### src/ccarb_pkg.sv
`timescale 1ns / 1ps
// Shared types and constants for the crossbar channel arbiter.
// No dependencies; imported by crossbar_channel_arbiter, ccarb_grant and ccarb_rsp.
package ccarb_pkg;

   localparam int QUEUE_DEPTH_DEF = 16;
   localparam int NUM_PORTS_DEF   = 16;
   localparam int MAX_RESULTS     = 16;
   localparam int RES_CNT_BITS    = $clog2(MAX_RESULTS + 1);

   localparam int PORT_BITS  = 4;
   localparam int PORT_SLOTS = 16;
   localparam int TIME_BITS  = 32;
   localparam int DELAY_BITS = 8;
   localparam int MASK_BITS  = 16;

   localparam int CSR_IDX_BITS  = 2;
   localparam int CSR_DATA_BITS = 16;

   localparam logic [DELAY_BITS-1:0] ARB_DELAY_RST   = 8'd1;
   localparam logic [DELAY_BITS-1:0] XFER_DELAY_RST  = 8'd1;
   localparam logic [MASK_BITS-1:0]  MASTER_MASK_RST = 16'h00FF;

   typedef enum logic [1:0] {
      KIND_ENQ   = 2'd0,
      KIND_BLOCK = 2'd1,
      KIND_TICK  = 2'd2,
      KIND_NONE  = 2'd3
   } kind_type;

   typedef enum logic [1:0] {
      OUT_GRANT  = 2'd0,
      OUT_FULL   = 2'd1,
      OUT_NO_DST = 2'd2
   } outcome_type;

   typedef enum logic [CSR_IDX_BITS-1:0] {
      CSR_ARB_DELAY   = 2'd0,
      CSR_XFER_DELAY  = 2'd1,
      CSR_MASTER_MASK = 2'd2
   } csr_index_type;

   typedef enum logic {
      ST_IDLE = 1'b0,
      ST_WALK = 1'b1
   } state_type;

   typedef struct packed {
      logic [PORT_BITS-1:0] src;
      logic [PORT_BITS-1:0] dst;
      logic [TIME_BITS-1:0] arrive;
   } entry_type;

   typedef struct packed {
      logic grant;
      logic via_bus;
   } grant_type;

   typedef struct packed {
      logic                 drop;
      logic                 grant;
      logic                 flush;
      outcome_type          outcome;
      logic [PORT_BITS-1:0] src;
      logic [PORT_BITS-1:0] dst;
      logic                 via_bus;
   } rsp_ctl_type;

   typedef struct packed {
      logic out_free;
      logic pend_valid;
   } rsp_stat_type;

endpackage

### src/crossbar_channel_arbiter.sv
`timescale 1ns / 1ps
// Oldest-first crossbar arbiter: request queue RAM, walk sequencer, config registers.
// Depends on ccarb_pkg, ccarb_ram, ccarb_grant, ccarb_rsp.
//
//   channel  prefix  direction  carries
//   request  req_    in         enqueue, blocked mark or tick item
//   result   rsp_    out        grant or drop report, last flag
//   config   csr_    in         register writes, index 0..2
//
// Enqueue, blocked and unused items are taken in the idle state.
// In a tick the walk reads one queue entry per cycle, unless a grant stalls, through
// the single read port of the queue RAM and writes survivors back compacted.
// A grant waits while the held grant cannot move into a full output register.
// Reset clears control state only; the queue RAM needs no clearing pass.
module crossbar_channel_arbiter #(
   parameter int QUEUE_DEPTH = ccarb_pkg::QUEUE_DEPTH_DEF,
   parameter int NUM_PORTS   = ccarb_pkg::NUM_PORTS_DEF
) (
   input  logic                                   clock,
   input  logic                                   reset,
   input  logic                                   csr_we,
   input  logic [ccarb_pkg::CSR_IDX_BITS-1:0]     csr_index,
   input  logic [ccarb_pkg::CSR_DATA_BITS-1:0]    csr_wdata,
   input  logic                                   req_valid,
   output logic                                   req_ready,
   input  logic [1:0]                             req_kind,
   input  logic [ccarb_pkg::PORT_BITS-1:0]        req_src_port,
   input  logic [ccarb_pkg::PORT_BITS-1:0]        req_dst_port,
   input  logic                                   req_dst_valid,
   input  logic                                   req_blocked_value,
   output logic                                   rsp_valid,
   input  logic                                   rsp_ready,
   output logic [1:0]                             rsp_outcome,
   output logic [ccarb_pkg::PORT_BITS-1:0]        rsp_granted_src,
   output logic [ccarb_pkg::PORT_BITS-1:0]        rsp_granted_dst,
   output logic                                   rsp_via_bus,
   output logic                                   rsp_last
);
   import ccarb_pkg::*;

   localparam int AW = $clog2(QUEUE_DEPTH);
   localparam int CW = $clog2(QUEUE_DEPTH + 1);
   localparam int PW = $clog2(NUM_PORTS);
   localparam logic [CW-1:0]        DEPTH_CNT  = CW'(QUEUE_DEPTH);
   localparam logic [PORT_BITS:0]   PORT_LIMIT = (PORT_BITS + 1)'(NUM_PORTS);

   logic [DELAY_BITS-1:0]   arb_delay_ff, arb_delay_in;
   logic [DELAY_BITS-1:0]   xfer_delay_ff, xfer_delay_in;
   logic [MASK_BITS-1:0]    master_mask_ff, master_mask_in;
   logic [CW-1:0]           count_ff, count_in;
   logic [TIME_BITS-1:0]    cycle_ff, cycle_in;
   logic [TIME_BITS-1:0]    bus_free_ff, bus_free_in;
   logic [NUM_PORTS-1:0]    blocked_ff, blocked_in;
   state_type               state_ff, state_in;
   logic [CW-1:0]           idx_ff, idx_in;
   logic [CW-1:0]           wr_ff, wr_in;
   logic [RES_CNT_BITS-1:0] n_ff, n_in;
   logic [PORT_SLOTS-1:0]   used_ff, used_in;
   logic                    bus_busy_ff, bus_busy_in;

   logic                    accept, dst_ok, full, at_end, stall, advance, done;
   logic [CW-1:0]           idx_next;
   logic [TIME_BITS-1:0]    tick_cycle;
   logic                    ram_we;
   logic [AW-1:0]           ram_waddr, ram_raddr;
   entry_type               ram_wdata, rd_entry;
   grant_type               gnt;
   rsp_ctl_type             rsp_ctl;
   rsp_stat_type            rsp_stat;

   ccarb_ram #(
      .WIDTH ($bits(entry_type)),
      .DEPTH (QUEUE_DEPTH)
   ) u_queue (
      .clock (clock),
      .we    (ram_we),
      .waddr (ram_waddr),
      .wdata (ram_wdata),
      .raddr (ram_raddr),
      .rdata (rd_entry)
   );

   ccarb_grant #(
      .NUM_PORTS (NUM_PORTS)
   ) u_grant (
      .entry       (rd_entry),
      .cycle       (cycle_ff),
      .arb_delay   (arb_delay_ff),
      .master_mask (master_mask_ff),
      .blocked     (blocked_ff),
      .used        (used_ff),
      .bus_busy    (bus_busy_ff),
      .grant_cnt   (n_ff),
      .result      (gnt)
   );

   ccarb_rsp u_rsp (
      .clock           (clock),
      .reset           (reset),
      .ctl             (rsp_ctl),
      .stat            (rsp_stat),
      .rsp_valid       (rsp_valid),
      .rsp_ready       (rsp_ready),
      .rsp_outcome     (rsp_outcome),
      .rsp_granted_src (rsp_granted_src),
      .rsp_granted_dst (rsp_granted_dst),
      .rsp_via_bus     (rsp_via_bus),
      .rsp_last        (rsp_last)
   );

   assign dst_ok     = req_dst_valid && ({1'b0, req_dst_port} < PORT_LIMIT);
   assign full       = count_ff == DEPTH_CNT;
   assign idx_next   = idx_ff + 1'b1;
   assign tick_cycle = cycle_ff + 1'b1;

   // walk control and queue RAM access
   always_comb begin
      req_ready = 1'b0;
      accept    = 1'b0;
      at_end    = 1'b0;
      stall     = 1'b0;
      advance   = 1'b0;
      done      = 1'b0;
      ram_we    = 1'b0;
      ram_waddr = wr_ff[AW-1:0];
      ram_wdata = rd_entry;
      ram_raddr = '0;
      rsp_ctl   = '0;
      rsp_ctl.outcome = OUT_GRANT;

      case (state_ff)
         ST_IDLE: begin
            req_ready = rsp_stat.out_free;
            accept    = req_valid && req_ready;
            if (accept && req_kind == KIND_ENQ) begin
               if (!dst_ok) begin
                  rsp_ctl.drop    = 1'b1;
                  rsp_ctl.outcome = OUT_NO_DST;
                  rsp_ctl.src     = req_src_port;
               end else if (full) begin
                  rsp_ctl.drop    = 1'b1;
                  rsp_ctl.outcome = OUT_FULL;
                  rsp_ctl.src     = req_src_port;
               end else begin
                  ram_we           = 1'b1;
                  ram_waddr        = count_ff[AW-1:0];
                  ram_wdata.src    = req_src_port;
                  ram_wdata.dst    = req_dst_port;
                  ram_wdata.arrive = cycle_ff;
               end
            end
         end
         ST_WALK: begin
            at_end  = idx_ff == count_ff;
            stall   = !at_end && gnt.grant && rsp_stat.pend_valid && !rsp_stat.out_free;
            advance = !at_end && !stall;
            done    = at_end && (!rsp_stat.pend_valid || rsp_stat.out_free);
            ram_raddr = advance ? idx_next[AW-1:0] : idx_ff[AW-1:0];
            ram_we    = advance && !gnt.grant;
            if (advance && gnt.grant) begin
               rsp_ctl.grant   = 1'b1;
               rsp_ctl.src     = rd_entry.src;
               rsp_ctl.dst     = rd_entry.dst;
               rsp_ctl.via_bus = gnt.via_bus;
            end
            rsp_ctl.flush = at_end && rsp_stat.pend_valid && rsp_stat.out_free;
         end
         default: begin
         end
      endcase
   end

   always_comb begin
      state_in = state_ff;
      case (state_ff)
         ST_IDLE: begin
            if (accept && req_kind == KIND_TICK) begin
               state_in = ST_WALK;
            end
         end
         ST_WALK: begin
            if (done) begin
               state_in = ST_IDLE;
            end
         end
         default: state_in = ST_IDLE;
      endcase
   end

   always_comb begin
      arb_delay_in   = arb_delay_ff;
      xfer_delay_in  = xfer_delay_ff;
      master_mask_in = master_mask_ff;
      count_in       = count_ff;
      cycle_in       = cycle_ff;
      bus_free_in    = bus_free_ff;
      blocked_in     = blocked_ff;
      idx_in         = idx_ff;
      wr_in          = wr_ff;
      n_in           = n_ff;
      used_in        = used_ff;
      bus_busy_in    = bus_busy_ff;

      if (csr_we) begin
         case (csr_index)
            CSR_ARB_DELAY:   arb_delay_in   = csr_wdata[DELAY_BITS-1:0];
            CSR_XFER_DELAY:  xfer_delay_in  = csr_wdata[DELAY_BITS-1:0];
            CSR_MASTER_MASK: master_mask_in = csr_wdata[MASK_BITS-1:0];
            default: begin
            end
         endcase
      end

      if (accept) begin
         case (req_kind)
            KIND_ENQ: begin
               if (dst_ok && !full) begin
                  count_in = count_ff + 1'b1;
               end
            end
            KIND_BLOCK: begin
               if ({1'b0, req_dst_port} < PORT_LIMIT) begin
                  blocked_in[req_dst_port[PW-1:0]] = req_blocked_value;
               end
            end
            KIND_TICK: begin
               cycle_in    = tick_cycle;
               bus_busy_in = tick_cycle <= bus_free_ff;
               idx_in      = '0;
               wr_in       = '0;
               n_in        = '0;
               used_in     = '0;
            end
            default: begin
            end
         endcase
      end

      if (advance) begin
         idx_in = idx_next;
         if (gnt.grant) begin
            n_in = n_ff + 1'b1;
            if (gnt.via_bus) begin
               bus_busy_in = 1'b1;
               bus_free_in = cycle_ff + {{(TIME_BITS-DELAY_BITS){1'b0}}, xfer_delay_ff};
            end else begin
               used_in[rd_entry.src] = 1'b1;
               used_in[rd_entry.dst] = 1'b1;
            end
         end else begin
            wr_in = wr_ff + 1'b1;
         end
      end

      if (done) begin
         count_in = wr_ff;
      end
   end

   always_ff @(posedge clock) begin
      if (reset) begin
         arb_delay_ff   <= ARB_DELAY_RST;
         xfer_delay_ff  <= XFER_DELAY_RST;
         master_mask_ff <= MASTER_MASK_RST;
         count_ff       <= '0;
         cycle_ff       <= '0;
         bus_free_ff    <= '0;
         blocked_ff     <= '0;
         state_ff       <= ST_IDLE;
         idx_ff         <= '0;
         wr_ff          <= '0;
         n_ff           <= '0;
         used_ff        <= '0;
         bus_busy_ff    <= 1'b0;
      end else begin
         arb_delay_ff   <= arb_delay_in;
         xfer_delay_ff  <= xfer_delay_in;
         master_mask_ff <= master_mask_in;
         count_ff       <= count_in;
         cycle_ff       <= cycle_in;
         bus_free_ff    <= bus_free_in;
         blocked_ff     <= blocked_in;
         state_ff       <= state_in;
         idx_ff         <= idx_in;
         wr_ff          <= wr_in;
         n_ff           <= n_in;
         used_ff        <= used_in;
         bus_busy_ff    <= bus_busy_in;
      end
   end

`ifndef SYNTH
   a_count_range: assert property (@(posedge clock) disable iff (reset)
      count_ff <= DEPTH_CNT)
      else $error("queue count beyond depth");

   a_compact_order: assert property (@(posedge clock) disable iff (reset)
      state_ff == ST_WALK |-> wr_ff <= idx_ff && idx_ff <= count_ff)
      else $error("write-back index passed read index");

   a_idle_no_held: assert property (@(posedge clock) disable iff (reset)
      state_ff == ST_IDLE |-> !rsp_stat.pend_valid)
      else $error("held grant left behind after walk");

   a_grant_limit: assert property (@(posedge clock) disable iff (reset)
      n_ff <= RES_CNT_BITS'(MAX_RESULTS))
      else $error("too many grants in one tick");

   a_tick_cycle: assert property (@(posedge clock) disable iff (reset)
      accept && req_kind == KIND_TICK |=> cycle_ff == $past(cycle_ff) + 1'b1)
      else $error("cycle counter did not advance on tick");
`endif

endmodule

### src/ccarb_ram.sv
`timescale 1ns / 1ps
// Generic simple dual-port RAM, one write and one registered read port.
// No dependencies.
module ccarb_ram #(
   parameter int WIDTH = 40,
   parameter int DEPTH = 16
) (
   input  logic                     clock,
   input  logic                     we,
   input  logic [$clog2(DEPTH)-1:0] waddr,
   input  logic [WIDTH-1:0]         wdata,
   input  logic [$clog2(DEPTH)-1:0] raddr,
   output logic [WIDTH-1:0]         rdata
);

   logic [WIDTH-1:0] mem_ff [DEPTH];
   logic [WIDTH-1:0] rdata_ff;

   always_ff @(posedge clock) begin
      if (we) begin
         mem_ff[waddr] <= wdata;
      end
      rdata_ff <= mem_ff[raddr];
   end

   assign rdata = rdata_ff;

endmodule

### src/ccarb_grant.sv
`timescale 1ns / 1ps
// Grant decision for one queued request during an arbitration walk.
// Depends on ccarb_pkg.
module ccarb_grant #(
   parameter int NUM_PORTS = ccarb_pkg::NUM_PORTS_DEF
) (
   input  ccarb_pkg::entry_type                     entry,
   input  logic [ccarb_pkg::TIME_BITS-1:0]          cycle,
   input  logic [ccarb_pkg::DELAY_BITS-1:0]         arb_delay,
   input  logic [ccarb_pkg::MASK_BITS-1:0]          master_mask,
   input  logic [NUM_PORTS-1:0]                     blocked,
   input  logic [ccarb_pkg::PORT_SLOTS-1:0]         used,
   input  logic                                     bus_busy,
   input  logic [ccarb_pkg::RES_CNT_BITS-1:0]       grant_cnt,
   output ccarb_pkg::grant_type                     result
);
   import ccarb_pkg::*;

   localparam int PW = $clog2(NUM_PORTS);

   logic [TIME_BITS-1:0] age;
   logic old_enough, room, dst_master, src_master, dst_blocked, bus_req, chan_free;

   always_comb begin
      age         = cycle - entry.arrive;
      old_enough  = age >= {{(TIME_BITS-DELAY_BITS){1'b0}}, arb_delay};
      room        = grant_cnt < RES_CNT_BITS'(MAX_RESULTS);
      dst_master  = master_mask[entry.dst];
      src_master  = master_mask[entry.src];
      dst_blocked = !dst_master && blocked[entry.dst[PW-1:0]];
      bus_req     = dst_master && src_master;
      chan_free   = !used[entry.src] && !used[entry.dst];
      result.via_bus = bus_req;
      result.grant   = room && old_enough && !dst_blocked &&
                       (bus_req ? !bus_busy : chan_free);
   end

endmodule

### src/ccarb_rsp.sv
`timescale 1ns / 1ps
// Result stage: one held grant (so the last flag is known) and the output register.
// Depends on ccarb_pkg.
module ccarb_rsp (
   input  logic                                clock,
   input  logic                                reset,
   input  ccarb_pkg::rsp_ctl_type              ctl,
   output ccarb_pkg::rsp_stat_type             stat,
   output logic                                rsp_valid,
   input  logic                                rsp_ready,
   output logic [1:0]                          rsp_outcome,
   output logic [ccarb_pkg::PORT_BITS-1:0]     rsp_granted_src,
   output logic [ccarb_pkg::PORT_BITS-1:0]     rsp_granted_dst,
   output logic                                rsp_via_bus,
   output logic                                rsp_last
);
   import ccarb_pkg::*;

   logic                 rsp_valid_ff, rsp_valid_in;
   outcome_type          outcome_ff, outcome_in;
   logic [PORT_BITS-1:0] src_ff, src_in, dst_ff, dst_in;
   logic                 bus_ff, bus_in, last_ff, last_in;

   logic                 pend_valid_ff, pend_valid_in;
   logic [PORT_BITS-1:0] pend_src_ff, pend_src_in, pend_dst_ff, pend_dst_in;
   logic                 pend_bus_ff, pend_bus_in;

   always_comb begin
      rsp_valid_in  = rsp_valid_ff;
      outcome_in    = outcome_ff;
      src_in        = src_ff;
      dst_in        = dst_ff;
      bus_in        = bus_ff;
      last_in       = last_ff;
      pend_valid_in = pend_valid_ff;
      pend_src_in   = pend_src_ff;
      pend_dst_in   = pend_dst_ff;
      pend_bus_in   = pend_bus_ff;

      if (rsp_valid_ff && rsp_ready) begin
         rsp_valid_in = 1'b0;
      end

      if (ctl.drop) begin
         rsp_valid_in = 1'b1;
         outcome_in   = ctl.outcome;
         src_in       = ctl.src;
         dst_in       = '0;
         bus_in       = 1'b0;
         last_in      = 1'b1;
      end else if ((ctl.grant && pend_valid_ff) || ctl.flush) begin
         rsp_valid_in = 1'b1;
         outcome_in   = OUT_GRANT;
         src_in       = pend_src_ff;
         dst_in       = pend_dst_ff;
         bus_in       = pend_bus_ff;
         last_in      = ctl.flush;
      end

      if (ctl.grant) begin
         pend_valid_in = 1'b1;
         pend_src_in   = ctl.src;
         pend_dst_in   = ctl.dst;
         pend_bus_in   = ctl.via_bus;
      end else if (ctl.flush) begin
         pend_valid_in = 1'b0;
      end
   end

   always_ff @(posedge clock) begin
      if (reset) begin
         rsp_valid_ff  <= 1'b0;
         pend_valid_ff <= 1'b0;
      end else begin
         rsp_valid_ff  <= rsp_valid_in;
         pend_valid_ff <= pend_valid_in;
      end
      outcome_ff  <= outcome_in;
      src_ff      <= src_in;
      dst_ff      <= dst_in;
      bus_ff      <= bus_in;
      last_ff     <= last_in;
      pend_src_ff <= pend_src_in;
      pend_dst_ff <= pend_dst_in;
      pend_bus_ff <= pend_bus_in;
   end

   assign stat.out_free   = !rsp_valid_ff || rsp_ready;
   assign stat.pend_valid = pend_valid_ff;

   assign rsp_valid       = rsp_valid_ff;
   assign rsp_outcome     = outcome_ff;
   assign rsp_granted_src = src_ff;
   assign rsp_granted_dst = dst_ff;
   assign rsp_via_bus     = bus_ff;
   assign rsp_last        = last_ff;

endmodule
### config.mk
export PLATFORM = sky130hd
export DESIGN_NAME = crossbar_channel_arbiter
export DESIGN_NICKNAME = d
export VERILOG_FILES = /design/src/ccarb_pkg.sv /design/src/crossbar_channel_arbiter.sv /design/src/ccarb_ram.sv /design/src/ccarb_grant.sv /design/src/ccarb_rsp.sv
export SDC_FILE = /design/constraint.sdc
export NUM_CORES = 1
export LEC_CHECK = 0
export BUFFER_PORTS_ARGS = -buffer_cell sky130_fd_sc_hd__buf_2
export CORE_ASPECT_RATIO = 0.75
export CORE_MARGIN = 5
export CORE_UTILIZATION = 68
export DETAILED_ROUTE_END_ITERATION = 8
export PLACE_DENSITY_LB_ADDON = 0.05
export SETUP_SLACK_MARGIN = 0.15
export SLEW_MARGIN = 5
export SYNTH_ARGS = -nofsm -noshare
export SYNTH_HDL_FRONTEND = slang
export SYNTH_HIERARCHICAL = 1
export SYNTH_SLANG_ARGS = --single-unit
### constraint.sdc
create_clock -name clock -period 12.45 [get_ports clock]
set_input_delay 1.8675 -clock clock [delete_from_list [all_inputs] [get_ports clock]]
set_output_delay 1.8675 -clock clock [all_outputs]
set_load 0.02 [all_outputs]
---- After elaboration in Yosys (flattened, before gate mapping) ----
Memory sizes are Yosys's and may differ from the RTL's. A register that Yosys moved wholly into a read port is not among the register bits.
Cells that the tools add are included.
word-level totals
  memories ................................ 1
  bits of input ports ..................... 35
  output and inout port bits .............. 14
  logic and storage cells ................. 194
  bits in writable memories ............... 640
  flip-flop bits (word level) ............. 173
memories
  name            words  bits a word  rd ports  clocked after Yosys merged registers in  write ports  RTL line         source
  u_queue.mem_ff  16     40           1         1                                        1            ccarb_ram.sv:16  logic [WIDTH-1:0] mem_ff [DEPTH];
cells by class
  equal/unequal tests ..................... 6
  multiplexer cells ....................... 87
  reduce and logical (&&, ||, !) cells .... 58
  $lt $le $gt $ge ......................... 9
  $add $sub $neg .......................... 7
  bitwise gates (word level) .............. 3
operator list
  kind                   count
  $mux 40                4
  $mux 16                5
  $mux 5                 16
  $mux 1                 35
  $add 32x1->32 const B  1
  $add 32x8->32          1
  $ge 32x8->1            1
  $le 32x32->1           1
  $mux 4                 8
  $or 16x16->16          2
  $sub 32x32->32         1
  $logic_and 1x1->1      24
  $add 5x1->5 const B    4
  $bmux 1 s4             5
  $bwmux 16              1
  $lt 4x5->1 const B     3
  $reduce_and 2->1       7
  $reduce_bool 2->1      7
  $demux 1 s4            3
  $ge 4x1->1 const B     3
  $logic_not 1->1        12
  $mux 6                 2
  $mux 9                 1
  $mux 2                 4
  other kinds (12)       19

---- Depth between registers and ports, before layout ----
  depth in word-level cells ............... 19
  depth in mapped cells ................... 27
  gate-level depth less buffers ........... 24

---- By module ----
The synthesis kept the hierarchy.
by module, submodules not included
  module                    area each (µm²)  sequential area each (µm²)  cells an instance  times used
  ccarb_ram                 25,131.6         20,019.2                    1,040              1
  crossbar_channel_arbiter  9,171.3          3,002.9                     1,119              1
  ccarb_grant               3,279.4          0.0                         430                1
  ccarb_rsp                 878.3            610.6                       56                 1

---- Least setup slack after synthesis ----
OpenSTA, ideal clock, no wires.
  kind .................................... register to register
  start point ............................. register cycle_ff[0]
  end point ............................... memory u_queue.mem_ff[0][0], enable pin
  setup time .............................. 0.487 ns
  slack ................................... 4.986 ns
  cell stages (with the launch flop) ...... 23
  period minus slack after synthesis ...... 7.464 ns
  required time ........................... 11.963 ns
  path buffers ............................ 0
  arrival ................................. 6.977 ns
  cells stage by stage .................... dfxtp_1 -> inv_1 -> ha_1 -> fa_1 -> nand2b_1 -> nand2b_1 -> a21oi_1 -> xnor2_1 -> ha_1 -> a21o_1 -> a211o_1 -> a41oi_1 -> o21ai_1 -> nand4b_1 -> nor4_1 -> o2111ai_1 -> nor4_1 -> nor3_1 -> nor2b_1 -> o21ai_1 -> nand2_1 -> or3b_2 -> nor3_1
RTL lines
  what                      RTL line                         source
  start: declaration        crossbar_channel_arbiter.sv:51   logic [TIME_BITS-1:0] cycle_ff, cycle_in;
  start signal: assignment  crossbar_channel_arbiter.sv:280  cycle_ff <= cycle_in;
  end: declaration          ccarb_ram.sv:16

==> flow_summary.yaml <==
synth:
  async_flop_share: 0
  synth-compound-area-share: 0.08309
  synth_edf_count: 655
  synth_simple_gate_area_frac: 0.08250
  yosysWarnings: 6
  synth_cells: 2645
  synth-seq-cells: 853
  yosys_most_used_dff: "edfxtp_1"
  ys_types: 101
  synth_top_family_by_area: "multiplexers"
  synth_nets: 2767
  synthMuxAreaShare: 0.1364
  ys_seq_area_frac: 0.6145
  synthAdderAreaFrac: 0.02869
  syn_area_um2: 38460
  syn-mean-instance-area_um2: 14.54
  synth_xor_area_frac: 0.02209
sta:
  skew_ns: 0.01915
  finalCritPeriodShare: 0.5953
  max_slew_margin: 0.1016
  fin_crit_ns: 7.411
  setup_viol: 0
  rsz0062_at_grt: "no"
  tightest_slew_ns: 1.342
  fmax_mhz: 134.9
  slew_violations: 0
  tns_ns: 0
  hold_violations: 0
  holdWs_ns: 0.4624
floorplan:
  die_w_um: 284.6
  die_area_um2: 61470
  placementRows: 75
  start_util: 0.6877
  die_height_um: 216.0
  ios: 49
  core_um2: 55930
clocking:
  cts_made_buffers: 79
  cts_tree: "done"
  clkTransAtPathRegs_ns: 0.06
  hold_buffers: 0
  h-tree-depth: 3
  cts_setup_buffers: 0
  ctsResizeCount: 0
  clk_path_buf_depth: 3
  cts-root-buf: "clkbuf_16"
  cts_num_sinks: 853
  clk_latency_ns: 0.63
layout:
  seq_area_um2: 23630
  drive_above_1_share: 0.1659
  nNetsFinal: 2784
  final_common_cell: "edfxtp_1"
  multi_input_area_um2: 13730
  area_delta_synth_final_pct: 8.956
  final_area_um2: 41910
  fin_util: 0.7493
  finalNonFillerCells: 3456
  diodes: 0
  fillerInstances: 3400
  final_cell_mix: "edfxtp_1, dfxtp_1, nand2_1, nor2_1, mux4_2"
routing:
  drc: 0
  postRouteAntennaNets: 0
  viasPerCell: 6.891
  num_vias: 23820
  wl_per_cell_um: 27.22
  drtIter0Drc: 2752
  drt_pre_antenna_iters: 6
  postRouteWirelength_um: 94070
placed_design:
  dp_hpwl_um: 53370
  portBuffers: 48
  place_inst: 3312
  finalWeightedCongestion: 0.9623
  place_area_um2: 39220
power_and_ir_drop:
  power_frac_comb: 0.030
  clkPwrFrac: 0.434
  p_leak_nw: 14.13
  power_density_nw_per_um2: 137.0
  switching_share: 0.2058
  p_seq_frac: 0.537
  p_int_mw: 4.561
  p_sw_mw: 1.182
  ir_drop_uv: 199.7
min_path:
  min_path_type: "reg -> reg"
  hold_path_depth: 2
setup_path:
  start_kind: "register"
  end_kind: "register"
  worstPathRequired_ns: 12.96
  r2r-start: "cycle_ff[4]$_SDFFE_PP0P_"
  worst-endpoint-arrival_ns: 7.92
  crit_type: "reg -> reg"
  crit_fanout: 92
  r2r_cells: 24
  r2r_slack_ns: 5.04
  crit_end: "u_queue/rdata[22]$_DFF_P_"
  rr_endpoint: "u_queue/rdata[22]$_DFF_P_"
  startpoint: "cycle_ff[4]$_SDFFE_PP0P_"
global_route:
  antenna_found_initial: 0
  grt_max_degree: 96
  grt_usage: 0.3050
  grt_overflow_total: 0
  grt_pass1_wl_um: 142700
  grt_pass1_vias: 22920
flow_run:
  maxCapViolations: 0
run_status:
  status: "complete, no violations"
routing by layer:
metal  global-route usage  routed length (µm)
met4              0.07159                2182
met3              0.04895                8900
met1               0.4639               39390
met2               0.4757               43600
met5                    0                   0
kinds of logic after synthesis:
group,Yosys count
AO/OA/AOI/OAI,454
XOR/XNOR,97
adder cells (fa/ha/maj),87
buffers and inverters,253
flip-flops,853
multiplexers,263
AND/OR/NAND/NOR,638
state kept, by name, summed over array words and instances, names as in the netlist, 2 cells and up:
signal / count
u_rsp/rsp_granted_src: 4
u_rsp/rsp_granted_dst: 4
arb_delay_ff: 8
idx_ff: 5
u_rsp/pend_src_ff: 4
blocked_ff: 16
u_queue/mem_ff: 640
bus_free_ff: 32
u_queue/rdata: 40
xfer_delay_ff: 8
n_ff: 5
wr_ff: 5
u_rsp/rsp_outcome: 2
master_mask_ff: 16
u_rsp/pend_dst_ff: 4
count_ff: 5
cycle_ff: 32
used_ff: 16
cell usage after synthesis (10+ instances only):
cell / n / share of area
mux4_1: 60 / 0.041
and2_1: 20 / 0.0033
nor3_1: 22 / 0.0029
nor2b_1: 26 / 0.0042
or3_1: 17 / 0.0028
a21o_1: 13 / 0.0025
nand3b_1: 17 / 0.0033
o211ai_1: 21 / 0.0041
a21oi_1: 91 / 0.012
xor2_1: 52 / 0.012
nor2_1: 164 / 0.016
nand2_1: 183 / 0.018
buf_12: 11 / 0.0057
clkbuf_1: 85 / 0.0083
a211oi_1: 25 / 0.0049
a221oi_1: 10 / 0.0023
o21ai_1: 12 / 0.0016
nand2b_1: 30 / 0.0049
nand4_1: 39 / 0.0063
and3_1: 16 / 0.0026
mux2_2: 44 / 0.013
xnor2_1: 45 / 0.010
buf_2: 34 / 0.0044
a31oi_1: 12 / 0.0020
mux4_2: 125 / 0.073
nand3_1: 51 / 0.0066
o21ai_0: 62 / 0.0081
edfxtp_1: 655 / 0.51
o31a_1: 10 / 0.0023
dfxtp_1: 198 / 0.10
a2bb2oi_1: 15 / 0.0034
mux2i_1: 30 / 0.0078
inv_1: 100 / 0.0098
a22oi_1: 90 / 0.018
ha_1: 85 / 0.028
worst min-delay path by stage:
stage,from,end,slack (ns)
floorplan,bus_free_ff[2]$_SDFFE_PP0P_,bus_free_ff[2]$_SDFFE_PP0P_,0.43
detailed placement,bus_free_ff[4]$_SDFFE_PP0P_,bus_free_ff[4]$_SDFFE_PP0P_,0.45
finish,bus_free_ff[6]$_SDFFE_PP0P_,bus_free_ff[6]$_SDFFE_PP0P_,0.46
global route,bus_free_ff[6]$_SDFFE_PP0P_,bus_free_ff[6]$_SDFFE_PP0P_,0.48
CTS,bus_free_ff[4]$_SDFFE_PP0P_,bus_free_ff[4]$_SDFFE_PP0P_,0.46
global placement,blocked_ff[0]$_SDFFE_PP0P_,blocked_ff[0]$_SDFFE_PP0P_,0.44
through the flow:
stage / setup slack [ns] / total power [mW]
2_1_floorplan: 4.986 / 3.260
4_1_cts: 5.205 / 5.772
5_1_grt: 4.624 / 5.926
3_3_place_gp: 5.503 / 3.303
6_report: 5.039 / 5.742
3_5_place_dp: 5.248 / 3.309
power by group through the flow:
| stage | clock [mW] | sequential (mW) | combinational [mW] |
|---|---|---|---|
| final | 2.49 | 3.08 | 0.170 |
| after global routing | 2.66 | 3.08 | 0.185 |
| after floorplan | 0 | 3.14 | 0.125 |
| after detailed placement | 0 | 3.14 | 0.166 |
| after global placement | 0 | 3.14 | 0.161 |
| after CTS | 2.52 | 3.08 | 0.168 |
area by class of cell:
cell class,count,area share
multi-input cells,1539,0.3277
clock inverters,40,0.01236
repair buffers,89,0.01344
well taps,731,0.02183
inverters,100,0.008957
clock buffers,104,0.05180
flip-flops and latches,853,0.5640
worst max-delay path, cell delays in order (launching register included):
cell	delay [ns]
dfxtp_1	0.54
ha_1	0.38
a21oi_1	0.21
and2_1	0.18
nand2_1	0.13
a21o_1	0.21
a21oi_1	0.16
xnor2_1	0.10
ha_1	0.21
a21oi_1	0.22
o211ai_1	0.13
nor4_1	0.56
nand4b_1	0.20
nor4_1	0.26
o2111ai_1	0.15
nor4_1	0.58
nor3_1	0.18
nand2_1	0.18
o21ai_0	0.19
xnor2_1	0.20
and2_4	0.58
buf_12	0.47
mux4_1	0.67
a22oi_1	0.22
nand2_1	0.08
(Power assumes the default switching activity.)
